===== src/rtl/core/tlvhp_pkg.sv =====
`timescale 1ns / 1ps
// ----------------------------------------------------------------------------
// tlvhp_pkg: shared types and codes for the TLV header stream parser
// Parse phases, byte roles, error codes and the state and result records.
// ----------------------------------------------------------------------------
package tlvhp_pkg;

    localparam logic [7:0] MARK_TWO  = 8'd253;
    localparam logic [7:0] MARK_FOUR = 8'd254;

    localparam logic [2:0] EXT_TWO  = 3'd2;
    localparam logic [2:0] EXT_FOUR = 3'd4;

    typedef enum logic [4:0] {
        PH_TYPE     = 5'b00001,
        PH_TYPE_EXT = 5'b00010,
        PH_LEN      = 5'b00100,
        PH_LEN_EXT  = 5'b01000,
        PH_VALUE    = 5'b10000
    } t_phase;

    typedef enum logic [1:0] {
        ROLE_TYPE    = 2'd0,
        ROLE_LEN     = 2'd1,
        ROLE_VALUE   = 2'd2,
        ROLE_DISCARD = 2'd3
    } t_role;

    typedef enum logic [1:0] {
        ERR_NONE       = 2'd0,
        ERR_MARKER     = 2'd1,
        ERR_END_HEADER = 2'd2,
        ERR_END_VALUE  = 2'd3
    } t_err;

    typedef struct packed {
        t_phase      phase;
        logic [2:0]  ext_left;
        logic [31:0] acc;
        logic [31:0] held_type;
        logic [31:0] held_len;
        logic [31:0] val_rem;
        logic        failed;
    } t_state;

    typedef struct packed {
        t_role       role;
        logic        header_done;
        logic [31:0] etype;
        logic [31:0] elen;
        logic        value_end;
        t_err        err;
        logic        ok;
    } t_result;

    localparam t_state STATE_RESET = '{
        phase:     PH_TYPE,
        ext_left:  3'd0,
        acc:       32'd0,
        held_type: 32'd0,
        held_len:  32'd0,
        val_rem:   32'd0,
        failed:    1'b0
    };

endpackage


===== src/rtl/core/tlvhp_step.sv =====
`timescale 1ns / 1ps
// ----------------------------------------------------------------------------
// tlvhp_step: per-byte parse step
// Forms the next parser state and the result record for one packet byte.
// ----------------------------------------------------------------------------
module tlvhp_step (
    input  tlvhp_pkg::t_state  i_state,
    input  logic [7:0]         i_data_byte,
    input  logic               i_last_byte,
    output tlvhp_pkg::t_state  o_state,
    output tlvhp_pkg::t_result o_result
);
    import tlvhp_pkg::*;

    t_state      n_state;
    t_result     n_result;
    logic        is_type;
    logic        len_done;
    logic [31:0] len_val;
    logic [2:0]  ext_dec;
    logic [31:0] acc_next;
    logic [31:0] rem_dec;

    always_comb begin
        n_state  = i_state;
        n_result = '0;
        len_done = 1'b0;
        len_val  = 32'd0;
        is_type  = (i_state.phase == PH_TYPE) || (i_state.phase == PH_TYPE_EXT);
        ext_dec  = (i_state.ext_left != 3'd0) ? i_state.ext_left - 3'd1 : 3'd0;
        acc_next = {i_state.acc[23:0], i_data_byte};
        rem_dec  = (i_state.val_rem != 32'd0) ? i_state.val_rem - 32'd1 : 32'd0;

        if (i_state.failed) begin
            n_result.role = ROLE_DISCARD;
        end else begin
            case (i_state.phase)
                PH_TYPE, PH_LEN: begin
                    n_result.role = is_type ? ROLE_TYPE : ROLE_LEN;
                    if (i_data_byte < MARK_TWO) begin
                        if (is_type) begin
                            n_state.held_type = {24'd0, i_data_byte};
                            n_state.phase     = PH_LEN;
                        end else begin
                            len_done = 1'b1;
                            len_val  = {24'd0, i_data_byte};
                        end
                    end else if (i_data_byte == MARK_TWO || i_data_byte == MARK_FOUR) begin
                        n_state.ext_left = (i_data_byte == MARK_TWO) ? EXT_TWO : EXT_FOUR;
                        n_state.acc      = 32'd0;
                        n_state.phase    = is_type ? PH_TYPE_EXT : PH_LEN_EXT;
                    end else begin
                        n_result.err   = ERR_MARKER;
                        n_state.failed = 1'b1;
                    end
                end
                PH_TYPE_EXT, PH_LEN_EXT: begin
                    n_result.role    = is_type ? ROLE_TYPE : ROLE_LEN;
                    n_state.acc      = acc_next;
                    n_state.ext_left = ext_dec;
                    if (ext_dec == 3'd0) begin
                        if (is_type) begin
                            n_state.held_type = acc_next;
                            n_state.phase     = PH_LEN;
                        end else begin
                            len_done = 1'b1;
                            len_val  = acc_next;
                        end
                    end
                end
                PH_VALUE: begin
                    n_result.role   = ROLE_VALUE;
                    n_result.etype  = i_state.held_type;
                    n_result.elen   = i_state.held_len;
                    n_state.val_rem = rem_dec;
                    if (rem_dec == 32'd0) begin
                        n_result.value_end = 1'b1;
                        n_state.phase      = PH_TYPE;
                    end
                end
                default: begin
                    n_state = STATE_RESET;
                end
            endcase
        end

        // header complete: report it, then end the element or enter its value
        if (len_done) begin
            n_state.held_len     = len_val;
            n_result.header_done = 1'b1;
            n_result.etype       = i_state.held_type;
            n_result.elen        = len_val;
            if (len_val == 32'd0) begin
                n_result.value_end = 1'b1;
                n_state.phase      = PH_TYPE;
            end else begin
                n_state.val_rem = len_val;
                n_state.phase   = PH_VALUE;
            end
        end

        if (i_last_byte) begin
            if (!i_state.failed && !n_state.failed) begin
                if (n_state.phase == PH_TYPE) begin
                    n_result.ok = 1'b1;
                end else if (n_state.phase == PH_VALUE) begin
                    n_result.err = ERR_END_VALUE;
                end else begin
                    n_result.err = ERR_END_HEADER;
                end
            end
            n_state = STATE_RESET;
        end
    end

    assign o_state  = n_state;
    assign o_result = n_result;

endmodule


===== src/rtl/core/tlv_header_stream_parser_core.sv =====
`timescale 1ns / 1ps
// Each byte passes through the input register and then the result register before its result appears.
// One byte per cycle is sustained while the output is not stalled; the per-byte state update in tlvhp_step
// closes the only loop and is combinational.
// Reset: synchronous, active low; clears the parser state and both valid flags,
// leaving the parser expecting the first type byte of a packet.
// ----------------------------------------------------------------------------
// tlv_header_stream_parser_core: streaming TLV header parser
// Input register, per-byte parse step and result register with valid/ready.
// ----------------------------------------------------------------------------
module tlv_header_stream_parser_core (
    input  logic        i_clk,
    input  logic        i_rst_n,
    input  logic        i_in_valid,
    output logic        o_in_ready,
    input  logic [7:0]  i_data_byte,
    input  logic        i_last_byte,
    output logic        o_out_valid,
    input  logic        i_out_ready,
    output logic [1:0]  o_byte_role,
    output logic        o_header_done,
    output logic [31:0] o_element_type,
    output logic [31:0] o_element_length,
    output logic        o_value_end,
    output logic [1:0]  o_error_code,
    output logic        o_packet_ok
);
    import tlvhp_pkg::*;

    logic       r_in_valid;
    logic [7:0] r_in_byte;
    logic       r_in_last;
    t_state     r_state;
    t_state     n_state;
    t_result    n_result;
    t_result    r_out;
    logic       r_out_valid;
    logic       adv;

    // advance the held byte when the result register is free or being drained
    assign adv        = r_in_valid && (!r_out_valid || i_out_ready);
    assign o_in_ready = !r_in_valid || adv;

    tlvhp_step u_step (
        .i_state     (r_state),
        .i_data_byte (r_in_byte),
        .i_last_byte (r_in_last),
        .o_state     (n_state),
        .o_result    (n_result)
    );

    always_ff @(posedge i_clk) begin
        if (!i_rst_n) begin
            r_in_valid  <= 1'b0;
            r_out_valid <= 1'b0;
            r_state     <= STATE_RESET;
        end else begin
            if (o_in_ready) begin
                r_in_valid <= i_in_valid;
            end
            if (adv) begin
                r_out_valid <= 1'b1;
                r_state     <= n_state;
            end else if (i_out_ready) begin
                r_out_valid <= 1'b0;
            end
        end
    end

    always_ff @(posedge i_clk) begin
        if (o_in_ready && i_in_valid) begin
            r_in_byte <= i_data_byte;
            r_in_last <= i_last_byte;
        end
        if (adv) begin
            r_out <= n_result;
        end
    end

    assign o_out_valid      = r_out_valid;
    assign o_byte_role      = r_out.role;
    assign o_header_done    = r_out.header_done;
    assign o_element_type   = r_out.etype;
    assign o_element_length = r_out.elen;
    assign o_value_end      = r_out.value_end;
    assign o_error_code     = r_out.err;
    assign o_packet_ok      = r_out.ok;

    // a header completes only on a length byte
    a_header_on_len: assert property (@(posedge i_clk) disable iff (!i_rst_n)
        o_out_valid && o_header_done |-> o_byte_role == ROLE_LEN)
        else $error("header_done on a byte that is not a length byte");

    // a clean packet end carries no error
    a_ok_no_err: assert property (@(posedge i_clk) disable iff (!i_rst_n)
        o_out_valid && o_packet_ok |-> o_error_code == ERR_NONE)
        else $error("packet_ok raised together with an error code");

    // discarded bytes report nothing else
    a_discard_quiet: assert property (@(posedge i_clk) disable iff (!i_rst_n)
        o_out_valid && o_byte_role == ROLE_DISCARD |->
            !o_header_done && !o_value_end && !o_packet_ok &&
            o_error_code == ERR_NONE && o_element_type == 32'd0 &&
            o_element_length == 32'd0)
        else $error("discarded byte reports a field");

    // the parser is back at its reset state after the last byte of a packet
    a_last_resets: assert property (@(posedge i_clk) disable iff (!i_rst_n)
        adv && r_in_last |=> r_state.phase == PH_TYPE && !r_state.failed)
        else $error("state not cleared at packet end");

endmodule


===== config.mk =====
export PLATFORM = sky130hd
export DESIGN_NAME = tlv_header_stream_parser_core
export DESIGN_NICKNAME = d
export VERILOG_FILES = /design/src/rtl/core/tlvhp_pkg.sv /design/src/rtl/core/tlvhp_step.sv /design/src/rtl/core/tlv_header_stream_parser_core.sv
export SDC_FILE = /design/constraint.sdc
export NUM_CORES = 1
export LEC_CHECK = 0
export ABC_AREA = 1
export BUFFER_PORTS_ARGS = -buffer_cell sky130_fd_sc_hd__buf_2
export CORE_MARGIN = 1.5
export CORE_UTILIZATION = 45
export DETAILED_ROUTE_END_ITERATION = 10
export PLACE_DENSITY = 0.7
export SYNTH_ARGS = -nofsm -noshare
export SYNTH_HDL_FRONTEND = slang
export SYNTH_SLANG_ARGS = --single-unit

===== constraint.sdc =====
create_clock -name i_clk -period 6.1 [get_ports i_clk]
set_clock_uncertainty 0.15 [all_clocks]
set_input_delay 0.61 -clock i_clk [delete_from_list [all_inputs] [get_ports i_clk]]
set_output_delay 0.61 -clock i_clk [all_outputs]
set_load 0.02 [all_outputs]

==> flow_metrics.py <==
metrics = {
    "sta": {
        "timing.fmax_mhz": 278,
        "worst_slew_margin_rel_pct": 18.6,
        "max_slew.worst_pin.slew_ns": 1.22,
        "min_period_ns": 3.60,
        "tns_ns": 0,
        "rsz0062_at_grt": "false",
        "timing.final.hold_violations": 0,
        "report.final.setup_viol": 0,
        "slew_violations": 0,
        "fin_crit_sh_pct": 59.0,
    },
    "logic_synthesis": {
        "biggest_area_consumer_among_synthesized_cells": "sky130_fd_sc_hd__dfxtp_1",
        "synth-seq-cells": 211,
        "post_syn_instances": 1427,
        "netlist_area_mm2": 0.0105,
        "synth_cell_types": 43,
        "synthTopCellsByArea": "sky130_fd_sc_hd__dfxtp_1 (25%), sky130_fd_sc_hd__edfxtp_1 (23%), sky130_fd_sc_hd__nand2_1 (12%)",
        "synthDominantCellAreaShare_pct": 25.1,
        "seq_area_frac_synth_pct": 48.0,
        "synth_fp_nets": 1441,
        "synth.yosys.warnings": 0,
        "syn_area_per_cell_um2": 7.33,
    },
    "grt": {
        "groute.usage.overall_pct": 23.7,
        "vias_in_the_first_global_route": 8593,
        "grt_first_pass_wirelength_mm": 45.9,
        "antenna_found_initial": 1,
        "grt_max_degree": 79,
        "grt-ovfl-total": 0,
    },
    "detailed_routing": {
        "vias_per_cell": 5.47,
        "detail_route.first_pass.iterations": 6,
        "drt_antenna_net_count": 0,
        "wl_per_cell_um": 16.2,
        "totalWireLength_mm": 28.8,
        "route.detailed.drc": 0,
        "initialDrtViolationCount": 896,
        "routed-via-count": 9733,
    },
    "finish": {
        "highest_count_cells_in_the_layout_ignoring_fill_and_taps": "sky130_fd_sc_hd__nand2_1 (328), sky130_fd_sc_hd__nor2_1 (235), sky130_fd_sc_hd__inv_1 (134), sky130_fd_sc_hd__dfxtp_1 (131), sky130_fd_sc_hd__a21oi_1 (126)",
        "post_route_cells_drive_above_1_share_pct": 11.5,
        "final_net_count": 1489,
        "post_layout_nonfiller_instances": 1778,
        "synthToLayoutAreaGrowth_pct": 12.9,
        "mostFrequentLayoutCell": "sky130_fd_sc_hd__nand2_1",
    },
    "clocking": {
        "clk_path_buf_depth": 3,
        "clock_sink_count": 211,
        "tritoncts_clock_tree": "yes",
        "cts-hold-fix-buffers": 0,
        "clock_tree.root_cell": "sky130_fd_sc_hd__clkbuf_16",
        "numCtsBuffers": 23,
        "ctsResizeCount": 0,
        "clkLatencyLatePin_ns": 0.51,
        "htree_levels": 1,
        "clk_transition_reported_paths_ns": 0.06,
        "cts.repair_timing.setup_buffer_count": 0,
    },
    "place": {
        "place.port_buffers": 85,
        "dpl.hpwl_mm": 20.2,
        "dpl.cell_count": 1735,
        "gp_congestion": 0.918,
    },
    "run_status": {
        "status": "complete, no violations",
    },
    "critical_path": {
        "crit_path_start_kind": "flip-flop",
        "worst-setup-path-type": "flip-flop to flip-flop",
        "worstPathCellList": "inv_2 -> nand2_2 -> inv_2 -> nand3_2 -> nor2_2 -> nand2_2 -> nand2_1 -> inv_1 -> nor2_2 -> inv_1 -> a21oi_2 -> a32oi_1 -> nor2_1",
        "required_arrival_time_at_the_worst_endpoint_ns": 6.37,
        "endpoint_kind": "flip-flop",
        "worst-path-max-fanout": 24,
        "slowest_stage": "sky130_fd_sc_hd__a21oi_2",
        "critPathArrivalTime_ns": 3.87,
        "critical_path.max_stage_delay_ns": 0.92,
    },
    "power": {
        "irDropWorstVdd_v": 0.000170,
        "power_leakage_nw": 5.03,
        "pwr_density_cell_mw_per_mm2": 285,
    },
    "die": {
        "placementRows": 55,
        "floorplan.die_area_mm2": 0.0242,
        "initial_core_utilization_pct": 46.1,
        "placeableCoreArea_mm2": 0.0227,
        "io-pin-count": 86,
        "dieWidth_um": 155,
        "die_h_um": 155,
    },
    "worst_hold_path": {
        "worstHoldPathType": "input pin to flip-flop",
    },
    "job": {
        "max_cap_viol_count": 0,
    },
}
-- area by class of cell --
| type | instances | area, µm² |
|---|---|---|
| tap | 285 | 357 |
| antenna | 1 | 2.50 |
| clock inverter | 11 | 103 |
| sequential | 211 | 5020 |
| inverter | 143 | 541 |
| multi-input combinational | 1000 | 4580 |
| timing repair buffer | 96 | 508 |
| clock buffer | 31 | 698 |
| fill | 2200 | 10900 |
-- registers in the layout (all words and copies together) (netlist names) --
| register | cells |
|---|---|
| o_element_type | 32 |
| o_header_done | 1 |
| r_state | 129 |
| r_in_byte | 8 |
| r_in_valid | 1 |
| o_byte_role | 2 |
| r_in_last | 1 |
| o_element_length | 32 |
| o_packet_ok | 1 |
| o_value_end | 1 |
| o_error_code | 2 |
| o_out_valid | 1 |
-- Yosys cell counts (all sizes together) --
| library cell | count |
|---|---|
| nor2 | 243 |
| xor2 | 4 |
| o21ai | 129 |
| or2 | 1 |
| clkbuf | 57 |
| a32oi | 6 |
| nand3b | 5 |
| o211ai | 2 |
| nand2 | 337 |
| a21oi | 131 |
| o22ai | 3 |
| nor3 | 17 |
| and2 | 2 |
| nor4 | 2 |
| o21bai | 3 |
| o221ai | 1 |
| inv | 142 |
| a31oi | 3 |
| nand4 | 11 |
| xnor2 | 1 |
| buf | 16 |
| a22oi | 20 |
| ha | 1 |
| clkinv | 1 |
| a211oi | 12 |
| nand3 | 66 |
| edfxtp | 80 |
| dfxtp | 131 |
-- stage by stage --
stage	cell area (µm²)	utilization, %	power [mW]	setup slack [ns]	hold slack, ns
after floorplan	10500	-	1.86	3.08	0.274
after global routing	11800	52.0	3.50	2.18	0.114
after detailed placement	11000	48.5	1.97	2.49	0.292
after CTS	11800	52.0	3.39	2.60	0.117
final	11800	52.0	3.37	2.50	0.128
after global placement	11000	48.5	1.96	2.51	0.287
-- metal layers --
layer	wire length [µm]	part of all wire [%]	global-route usage, %
met4	669	2.3	6.53
met5	0	0	0
met3	2070	7.2	3.59
met2	13100	45	37.9
met1	13000	45	33.3
-- worst paths after layout --
check	start	to	slack, ns	cells after the start
setup reg to reg	r_state[133]	r_state[58]	2.50	13
hold reg to reg	r_state[93]	r_state[93]	0.30	2
setup / recovery	r_state[133]	r_state[58]	2.50	13
hold / removal	i_data_byte[4]	r_in_byte[4]	0.13	1
-- worst max-delay path, delay by kind of cell (launching register included) --
| kind | cells | cell delay [ns] |
|---|---|---|
| DFF | 1 | 0.35 |
| buffers and inverters | 4 | 0.44 |
| and+or+nand+nor | 7 | 1.44 |
| AOI/OAI and AO/OA | 2 | 1.12 |
-- where the power goes --
part	switching (mW)	internal, mW	total, mW
clock network	0.576	0.854	1.43
logic	0.296	0.115	0.411
registers	0.0208	1.51	1.53
-- logic make-up (layout without fill, tap and decap cells) --
logic type / Yosys count / count (layout) / share of synthesized area, %
AND/OR/NAND/NOR: 684 / 684 / 26.8
AO/OA/AOI/OAI: 310 / 310 / 16.3
buffers and inverters: 216 / 281 / 8.35
flip-flops: 211 / 211 / 48.0
XOR/XNOR: 5 / 5 / 0.419
adder cells (fa/ha/maj): 1 / 1 / 0.120
other: 0 / 1 / 0
(Power assumes the default switching activity.)
